==> config.mk <==
export PLATFORM = sky130hd
export DESIGN_NAME = pi_controller_conditional_integration
export DESIGN_NICKNAME = d
export VERILOG_FILES = /design/src/hw/rtl/pi_ci_pkg.sv /design/src/hw/rtl/pi_controller_conditional_integration.sv
export SDC_FILE = /design/constraint.sdc
export NUM_CORES = 2
export LEC_CHECK = 0
export ABC_CLOCK_PERIOD_IN_PS = 12400
export BUFFER_PORTS_ARGS = -buffer_cell sky130_fd_sc_hd__buf_2
export CAP_MARGIN = 20
export CORE_UTILIZATION = 35
export DETAILED_ROUTE_END_ITERATION = 16
export GPL_ROUTABILITY_DRIVEN = 0
export GPL_TIMING_DRIVEN = 0
export SLEW_MARGIN = 5
export SYNTH_ARGS = -nofsm -noshare
export SYNTH_HDL_FRONTEND = slang
export SYNTH_SLANG_ARGS = --single-unit
==> constraint.sdc <==
create_clock -name clk -period 12.4 [get_ports clk]
set_input_delay 2.48 -clock clk [delete_from_list [all_inputs] [get_ports clk]]
set_output_delay 2.48 -clock clk [all_outputs]
set_load 0.02 [all_outputs]
==> src/hw/rtl/pi_ci_pkg.sv <==
package pi_ci_pkg;

  // field and port widths
  localparam int DataW    = 16;
  localparam int InDataW  = 32;
  localparam int OutDataW = 24;
  localparam int CfgIdxW  = 3;
  localparam int CfgDataW = 16;

  // bit-serial multiply: one multiplier bit per cycle
  localparam int MulSteps = DataW;
  localparam int StepCntW = $clog2(MulSteps);

  // register indexes on the configuration port
  localparam logic [CfgIdxW-1:0] REG_KP_GAIN    = 3'd0;
  localparam logic [CfgIdxW-1:0] REG_KI_GAIN    = 3'd1;
  localparam logic [CfgIdxW-1:0] REG_TARGET     = 3'd2;
  localparam logic [CfgIdxW-1:0] REG_TOLERANCE  = 3'd3;
  localparam logic [CfgIdxW-1:0] REG_MIN_OUTPUT = 3'd4;
  localparam logic [CfgIdxW-1:0] REG_MAX_OUTPUT = 3'd5;
  localparam logic [CfgIdxW-1:0] REG_REVERSE    = 3'd6;

  // register reset values
  localparam logic [DataW-1:0] TOLERANCE_RST = 16'd2;
  localparam logic [DataW-1:0] MIN_OUT_RST   = 16'hFF00;
  localparam logic [DataW-1:0] MAX_OUT_RST   = 16'h0100;

  // settle counter
  localparam int SettleW = 7;
  localparam logic [SettleW-1:0] SETTLE_LIMIT = 7'd100;
  localparam logic [SettleW-1:0] SETTLE_MAX   = 7'd127;

  // saturation codes
  localparam logic [DataW-1:0] S16_MIN = 16'h8000;
  localparam logic [DataW-1:0] S16_MAX = 16'h7FFF;

endpackage

==> src/hw/rtl/pi_controller_conditional_integration.sv <==
// a sample runs PREP, MUL1, GUARD, MUL2, INTEG, CLAMP; DRIVE registers the result
// one sample at a time, taken in IDLE; its work is two 16-step bit-serial multiply
//   passes (kp*|err| with ki*|err| side by side, then that product times elapsed_ms)
// a result waiting at the output does not block intake; only the final step stalls
// reset (rst_n low, synchronous) loads register defaults and clears the integral,
//   the settle counter and the output valid
module pi_controller_conditional_integration (
  input  logic                              clk,
  input  logic                              rst_n,
  input  logic                              in_tvalid,
  output logic                              in_tready,
  // [15:0] measured, [31:16] elapsed_ms
  input  logic [pi_ci_pkg::InDataW-1:0]     in_tdata,
  output logic                              out_tvalid,
  input  logic                              out_tready,
  // [15:0] drive, [16] on_target, [23:17] zero
  output logic [pi_ci_pkg::OutDataW-1:0]    out_tdata,
  input  logic                              cfg_we,
  input  logic [pi_ci_pkg::CfgIdxW-1:0]     cfg_index,
  input  logic [pi_ci_pkg::CfgDataW-1:0]    cfg_wdata
);
  import pi_ci_pkg::*;

  localparam logic [2:0] ST_IDLE  = 3'd0;
  localparam logic [2:0] ST_PREP  = 3'd1;
  localparam logic [2:0] ST_MUL1  = 3'd2;
  localparam logic [2:0] ST_GUARD = 3'd3;
  localparam logic [2:0] ST_MUL2  = 3'd4;
  localparam logic [2:0] ST_INTEG = 3'd5;
  localparam logic [2:0] ST_CLAMP = 3'd6;
  localparam logic [2:0] ST_DRIVE = 3'd7;

  // configuration registers
  logic [DataW-1:0]        kp_r, ki_r, tol_r;
  logic signed [DataW-1:0] target_r, min_out_r, max_out_r;
  logic                    reverse_r;

  // controller state
  logic signed [DataW-1:0] integral_r;
  logic [SettleW-1:0]      settle_r;

  // sequencer
  logic [2:0]          state_r, state_nxt;
  logic [StepCntW-1:0] step_r;

  // per-sample working registers
  logic signed [DataW-1:0] meas_r;
  logic [DataW-1:0]        elapsed_r;
  logic [DataW-1:0]        mag_r;
  logic                    neg_r;
  logic [DataW-1:0]        mag_sh_r;
  logic [2*DataW-1:0]      kp_sh_r, ki_sh_r;
  logic [2*DataW-1:0]      prod_p_r, prod_q_r;
  logic [3*DataW-1:0]      q_sh_r, prod_r_r;
  logic [DataW-1:0]        el_sh_r;
  logic [34:0]             six_r;
  logic                    guard_r;
  logic signed [49:0]      acc_r;

  // output register
  logic                    out_valid_r;
  logic [DataW-1:0]        drive_r;
  logic                    on_target_r;

  // effective bounds, both zero when crossed
  logic signed [DataW-1:0] lo_c, hi_c;
  always_comb begin
    if (min_out_r > max_out_r) begin
      lo_c = '0;
      hi_c = '0;
    end else begin
      lo_c = min_out_r;
      hi_c = max_out_r;
    end
  end

  // error sign and magnitude from the (optionally negated) sample
  logic signed [DataW-1:0] samp_c;
  logic signed [DataW:0]   err_c, err_n_c;
  always_comb begin
    if (reverse_r) begin
      samp_c = (meas_r == S16_MIN) ? S16_MAX : -meas_r;
    end else begin
      samp_c = meas_r;
    end
    err_c   = {target_r[DataW-1], target_r} - {samp_c[DataW-1], samp_c};
    err_n_c = {samp_c[DataW-1], samp_c} - {target_r[DataW-1], target_r};
  end

  // six times the proportional magnitude
  logic [34:0] six_c;
  assign six_c = {1'b0, prod_p_r, 2'b00} + {2'b00, prod_p_r, 1'b0};

  // integration guard: lo < +-6*kp*|err| < hi
  logic signed [36:0] six_s, hi_e, lo_e;
  logic               guard_c;
  always_comb begin
    six_s = signed'({2'b00, six_r});
    hi_e  = {{21{hi_c[DataW-1]}}, hi_c};
    lo_e  = {{21{lo_c[DataW-1]}}, lo_c};
    if (neg_r) begin
      guard_c = (six_s > -hi_e) && (six_s < -lo_e);
    end else begin
      guard_c = (six_s < hi_e) && (six_s > lo_e);
    end
  end

  // integral update, then clamp
  logic signed [49:0]      int_e50, r_e50, acc_nxt, lo50, hi50;
  logic signed [DataW-1:0] integ_clamp_c;
  always_comb begin
    int_e50 = {{34{integral_r[DataW-1]}}, integral_r};
    r_e50   = signed'({2'b00, prod_r_r});
    if (!guard_r) begin
      acc_nxt = int_e50;
    end else if (neg_r) begin
      acc_nxt = int_e50 - r_e50;
    end else begin
      acc_nxt = int_e50 + r_e50;
    end
    lo50 = {{34{lo_c[DataW-1]}}, lo_c};
    hi50 = {{34{hi_c[DataW-1]}}, hi_c};
    if (acc_r > hi50) begin
      integ_clamp_c = hi_c;
    end else if (acc_r < lo50) begin
      integ_clamp_c = lo_c;
    end else begin
      integ_clamp_c = acc_r[DataW-1:0];
    end
  end

  // drive: proportional plus integral, clamped, optionally negated
  logic signed [33:0]      sum_c, int34, p34, lo34, hi34;
  logic signed [DataW-1:0] drv_c, drv_out_c;
  always_comb begin
    int34 = {{18{integral_r[DataW-1]}}, integral_r};
    p34   = signed'({2'b00, prod_p_r});
    sum_c = neg_r ? (int34 - p34) : (int34 + p34);
    lo34  = {{18{lo_c[DataW-1]}}, lo_c};
    hi34  = {{18{hi_c[DataW-1]}}, hi_c};
    if (sum_c > hi34) begin
      drv_c = hi_c;
    end else if (sum_c < lo34) begin
      drv_c = lo_c;
    end else begin
      drv_c = sum_c[DataW-1:0];
    end
    if (!reverse_r) begin
      drv_out_c = drv_c;
    end else if (drv_c == S16_MIN) begin
      drv_out_c = S16_MAX;
    end else begin
      drv_out_c = -drv_c;
    end
  end

  // settle counter update
  logic [SettleW-1:0] settle_nxt;
  always_comb begin
    if (mag_r <= tol_r) begin
      settle_nxt = (settle_r < SETTLE_MAX) ? settle_r + 1'b1 : settle_r;
    end else begin
      settle_nxt = '0;
    end
  end

  // handshake
  logic in_xfer, out_free;
  assign in_tready = (state_r == ST_IDLE);
  assign in_xfer   = in_tvalid && in_tready;
  assign out_free  = !out_valid_r || out_tready;

  // sequencer next state
  always_comb begin
    state_nxt = state_r;
    case (state_r)
      ST_IDLE:  if (in_xfer) state_nxt = ST_PREP;
      ST_PREP:  state_nxt = ST_MUL1;
      ST_MUL1:  if (step_r == StepCntW'(MulSteps - 1)) state_nxt = ST_GUARD;
      ST_GUARD: state_nxt = ST_MUL2;
      ST_MUL2:  if (step_r == StepCntW'(MulSteps - 1)) state_nxt = ST_INTEG;
      ST_INTEG: state_nxt = ST_CLAMP;
      ST_CLAMP: state_nxt = ST_DRIVE;
      ST_DRIVE: if (out_free) state_nxt = ST_IDLE;
      default:  state_nxt = ST_IDLE;
    endcase
  end

  // control state, configuration and controller state
  always_ff @(posedge clk) begin
    if (!rst_n) begin
      state_r     <= ST_IDLE;
      step_r      <= '0;
      out_valid_r <= 1'b0;
      kp_r        <= '0;
      ki_r        <= '0;
      target_r    <= '0;
      tol_r       <= TOLERANCE_RST;
      min_out_r   <= MIN_OUT_RST;
      max_out_r   <= MAX_OUT_RST;
      reverse_r   <= 1'b0;
      integral_r  <= '0;
      settle_r    <= '0;
    end else begin
      state_r <= state_nxt;
      if (state_r == ST_MUL1 || state_r == ST_MUL2) begin
        step_r <= step_r + 1'b1;
      end else begin
        step_r <= '0;
      end
      // register writes, setpoint write clears the integral
      if (cfg_we) begin
        case (cfg_index)
          REG_KP_GAIN:    kp_r      <= cfg_wdata;
          REG_KI_GAIN:    ki_r      <= cfg_wdata;
          REG_TARGET: begin
            target_r   <= cfg_wdata;
            integral_r <= '0;
          end
          REG_TOLERANCE:  tol_r     <= cfg_wdata;
          REG_MIN_OUTPUT: min_out_r <= cfg_wdata;
          REG_MAX_OUTPUT: max_out_r <= cfg_wdata;
          REG_REVERSE:    reverse_r <= cfg_wdata[0];
          default: ;
        endcase
      end
      if (state_r == ST_CLAMP) begin
        integral_r <= integ_clamp_c;
        settle_r   <= settle_nxt;
      end
      // output valid
      if (state_r == ST_DRIVE && out_free) begin
        out_valid_r <= 1'b1;
      end else if (out_tready) begin
        out_valid_r <= 1'b0;
      end
    end
  end

  // datapath registers
  always_ff @(posedge clk) begin
    if (in_xfer) begin
      meas_r    <= in_tdata[DataW-1:0];
      elapsed_r <= in_tdata[2*DataW-1:DataW];
    end
    case (state_r)
      // error sign, magnitude and multiplier load
      ST_PREP: begin
        neg_r    <= err_c[DataW];
        mag_r    <= err_c[DataW] ? err_n_c[DataW-1:0] : err_c[DataW-1:0];
        mag_sh_r <= err_c[DataW] ? err_n_c[DataW-1:0] : err_c[DataW-1:0];
        kp_sh_r  <= {{DataW{1'b0}}, kp_r};
        ki_sh_r  <= {{DataW{1'b0}}, ki_r};
        prod_p_r <= '0;
        prod_q_r <= '0;
      end
      // kp*|err| and ki*|err|, one multiplier bit per cycle
      ST_MUL1: begin
        if (mag_sh_r[0]) begin
          prod_p_r <= prod_p_r + kp_sh_r;
          prod_q_r <= prod_q_r + ki_sh_r;
        end
        kp_sh_r  <= {kp_sh_r[2*DataW-2:0], 1'b0};
        ki_sh_r  <= {ki_sh_r[2*DataW-2:0], 1'b0};
        mag_sh_r <= {1'b0, mag_sh_r[DataW-1:1]};
      end
      ST_GUARD: begin
        six_r    <= six_c;
        q_sh_r   <= {{DataW{1'b0}}, prod_q_r};
        el_sh_r  <= elapsed_r;
        prod_r_r <= '0;
      end
      // ki*|err| times elapsed_ms, guard evaluated alongside
      ST_MUL2: begin
        if (el_sh_r[0]) begin
          prod_r_r <= prod_r_r + q_sh_r;
        end
        q_sh_r  <= {q_sh_r[3*DataW-2:0], 1'b0};
        el_sh_r <= {1'b0, el_sh_r[DataW-1:1]};
        guard_r <= guard_c;
      end
      ST_INTEG: acc_r <= acc_nxt;
      ST_DRIVE: begin
        if (out_free) begin
          drive_r     <= drv_out_c;
          on_target_r <= (settle_r > SETTLE_LIMIT);
        end
      end
      default: ;
    endcase
  end

  assign out_tvalid = out_valid_r;
  assign out_tdata  = {{(OutDataW-DataW-1){1'b0}}, on_target_r, drive_r};

endmodule
==> flow_summary.ini <==
[timing]
setup_violations = 0
skew_ns = 0.0541
whs_ns = 0.450
rsz0062_at_grt = no
max_freq_mhz = 85.9
hold_viol = 0
relSlewSlack = 0.250
fin_crit_sh = 0.939
worstMarginPinSlew_ns = 1.12
setup_tns_ns = 0
finalMaxSlewViolations = 0
min_period_ns = 11.65

[routing]
drtAntennaViolNets = 0
routed_wl_mm = 123
drc = 0
wl_per_cell_um = 18.6
routed_via_density = 5.39
first_pass_iters = 7
drt_iter0_drc = 2693
dr_total_vias = 35600

[synth]
async_reset_ff_frac = 0
synthTopCellsByArea = edfxtp_1 28%, ha_1 18%, dfxtp_1 5.9%, nand2_1 5.8%, a21oi_1 4.7%
synth_largest_area_cell = edfxtp_1
yosysWarnings = 0
synth_flop_cell = edfxtp_1
ys_ff_latch = 535
synth.distinct_cells = 83
avgSynthCellArea_um2 = 9.05
synth_edf_count = 407
synthesis.instances = 4768
yosysSeqAreaShare = 0.343
syn-cell-area_um2 = 43200
netlist.area_leader.share = 0.283

[placement]
dp_hpwl_mm = 97.9
portBuffers = 74

[setup_path]
critPathKind = reg -> reg
end_kind = register
max_stage_delay_ns = 0.84
critPathSlowestCell = clkbuf_1
cp.required_ns = 12.92
cp_max_fo = 10
critPathBufInv = 8
cp.arrival_ns = 12.16
crit_family = compound AO/OA/AOI/OAI gates
cp-start-kind = register

[clock_network]
cts_max_level = 2
clk_path_buf_depth = 3
cts_resized = 0
cts_setup_buffers = 0
cts_tree = built
cts_root_buffer = clkbuf_16
clkSinkCount = 535
clk_pin_slew_ns = 0.07
cts_buffers = 57
clock_latency_ns = 0.66
cts_hold_buf = 0

[job]
drv_cap = 0

[floorplanning]
die_w_um = 353
die_y_um = 353
rows = 128
initial_core_util = 0.354
die_area_um2 = 125000
ios = 82
core_area_um2 = 122000

[global_routing]
grt_usage = 0.193
antenna_found_initial = 2
grt_start_max_net_pins = 74
grt_pass1_wl_mm = 192
first_global_vias = 34100
grt.overflow.total = 0

[power_and_ir_drop]
cellLeakagePower_nw = 20.6
peakVddDrop_uv = 114
powerDensity_nw_per_um2 = 109

[finish]
n_antenna_cell = 0
n_fill_cell = 12300
drive_above_1_share = 0.0589
area_delta_synth_final_pct = 11.3
nNetsFinal = 5621

[status]
status = completed

[hold_path]
hold_path_class = reg -> reg
-- power by group --
group	switching (W)	internal (W)	leakage, nW
logic	0.000795	0.000535	14.8
clock network	0.000760	0.00102	0.962
registers	0.0000781	0.00205	4.84
total	0.00163	0.00360	20.6
-- cell type report --
cell class	count	area [um2]	area share
clock inverter	30	298	0.00620
inverter	228	856	0.0178
timing repair buffer	93	776	0.0162
multi-input combinational	3873	27000	0.563
buffer	138	572	0.0119
clock buffer	78	1650	0.0343
sequential	535	14800	0.308
tap	1625	2030	0.0423
-- placed cells by master (no fill, tap or decap), types with 12 or more instances in the layout --
cell and count:
and3_1 86, xnor2_1 216, nand3_1 70, or3_1 36, nor3_1 86, xor2_1 87
inv_1 226, nand4_1 87, buf_4 12, mux2i_1 54, ha_1 629, a21oi_1 404
nor2b_1 64, o21a_1 55, o211ai_1 25, mux2_2 34, and2_1 44, clkinv_2 14
buf_2 78, a31oi_1 54, nor4_1 17, or2_2 16, a31o_2 12, o31ai_1 23
o21bai_1 37, a21boi_0 16, dfxtp_1 127, clkbuf_1 123, o221ai_1 20, clkbuf_16 59
o21ai_0 189, a211oi_1 33, nand2b_1 52, nor2_1 338, nand2_1 663, edfxtp_1 407
o41ai_1 13, and4_1 13, a21o_1 234
-- metal layers --
metal | up-vias | wire [um] | global-route usage
met2 | 829 | 55600 | 0.315
met1 | 16800 | 56900 | 0.263
li1 | 17700 | - | -
met5 | - | 0 | 0
met4 | 0 | 4100 | 0.0653
met3 | 174 | 6360 | 0.0228
-- cells by family (layout without fill, tap and decap cells) --
group	count (synthesis)	count (layout)	synth area share
other	1	7	0.0000869
muxes	89	89	0.0219
AOI/OAI and AO/OA	1232	1232	0.182
xor gates and xnor gates	303	303	0.0615
and+or+nand+nor	1603	1603	0.172
buffers and inverters	366	567	0.0329
DFF	535	535	0.343
adders and majority gates	639	639	0.187
-- registers in the layout, summed over array words and instances (netlist names), 32 cells and up --
register / cells
acc_r: 50
prod_r_r: 48
q_sh_r: 48
six_r: 34
ki_sh_r: 32
kp_sh_r: 32
prod_p_r: 32
prod_q_r: 32
-- stage by stage --
stage / area, um2 / std cells / util / power [W] / setup slack [ns]
floorplan: 43200 / 4774 / - / 0.00310 / 3.43
global placement: 45600 / 6473 / 0.374 / 0.00344 / 0.0439
detailed placement: 46100 / 6492 / 0.377 / 0.00347 / 0.955
CTS: 48000 / 6600 / 0.393 / 0.00527 / 0.907
global route: 48000 / 6600 / 0.393 / 0.00550 / 0.262
finish: 48000 / 6600 / 0.393 / 0.00523 / 0.754
-- synthesized netlist by cell type (11+ instances only) --
master,n
a31oi_1,54
edfxtp_1,407
buf_4,11
xnor2_1,216
a21boi_0,16
o41ai_1,13
and2_1,45
a21oi_1,406
nand3_1,70
o21bai_1,37
nand4_1,87
o31ai_1,23
or3_1,36
inv_1,226
and3_1,86
or2_2,16
nor2_1,342
o31a_1,11
o21ai_1,11
clkbuf_1,117
dfxtp_1,128
xor2_1,87
nand2_1,663
mux2i_1,54
nor2b_1,64
mux2_2,34
a31o_2,12
nor3_1,86
or4_1,11
o21ai_0,190
ha_1,629
nor4_1,17
a21o_1,235
and4_1,13
o221ai_1,20
nand2b_1,52
o21a_1,55
o211ai_1,25
a211oi_1,33
-- path summary, 6_finish.rpt --
check | slack (ns) | to | from | depth (start not counted)
worst max register to register | 0.75 | drive_r[10]$_DFFE_PP_ | neg_r$_DFFE_PP_ | 36
worst max-delay path | 0.75 | drive_r[10]$_DFFE_PP_ | neg_r$_DFFE_PP_ | 36
worst min register to register | 0.45 | step_r[0]$_SDFF_PN0_ | step_r[0]$_SDFF_PN0_ | 1
worst min-delay path | 0.45 | step_r[0]$_SDFF_PN0_ | step_r[0]$_SDFF_PN0_ | 1
Power figures use the tool's default switching activity.
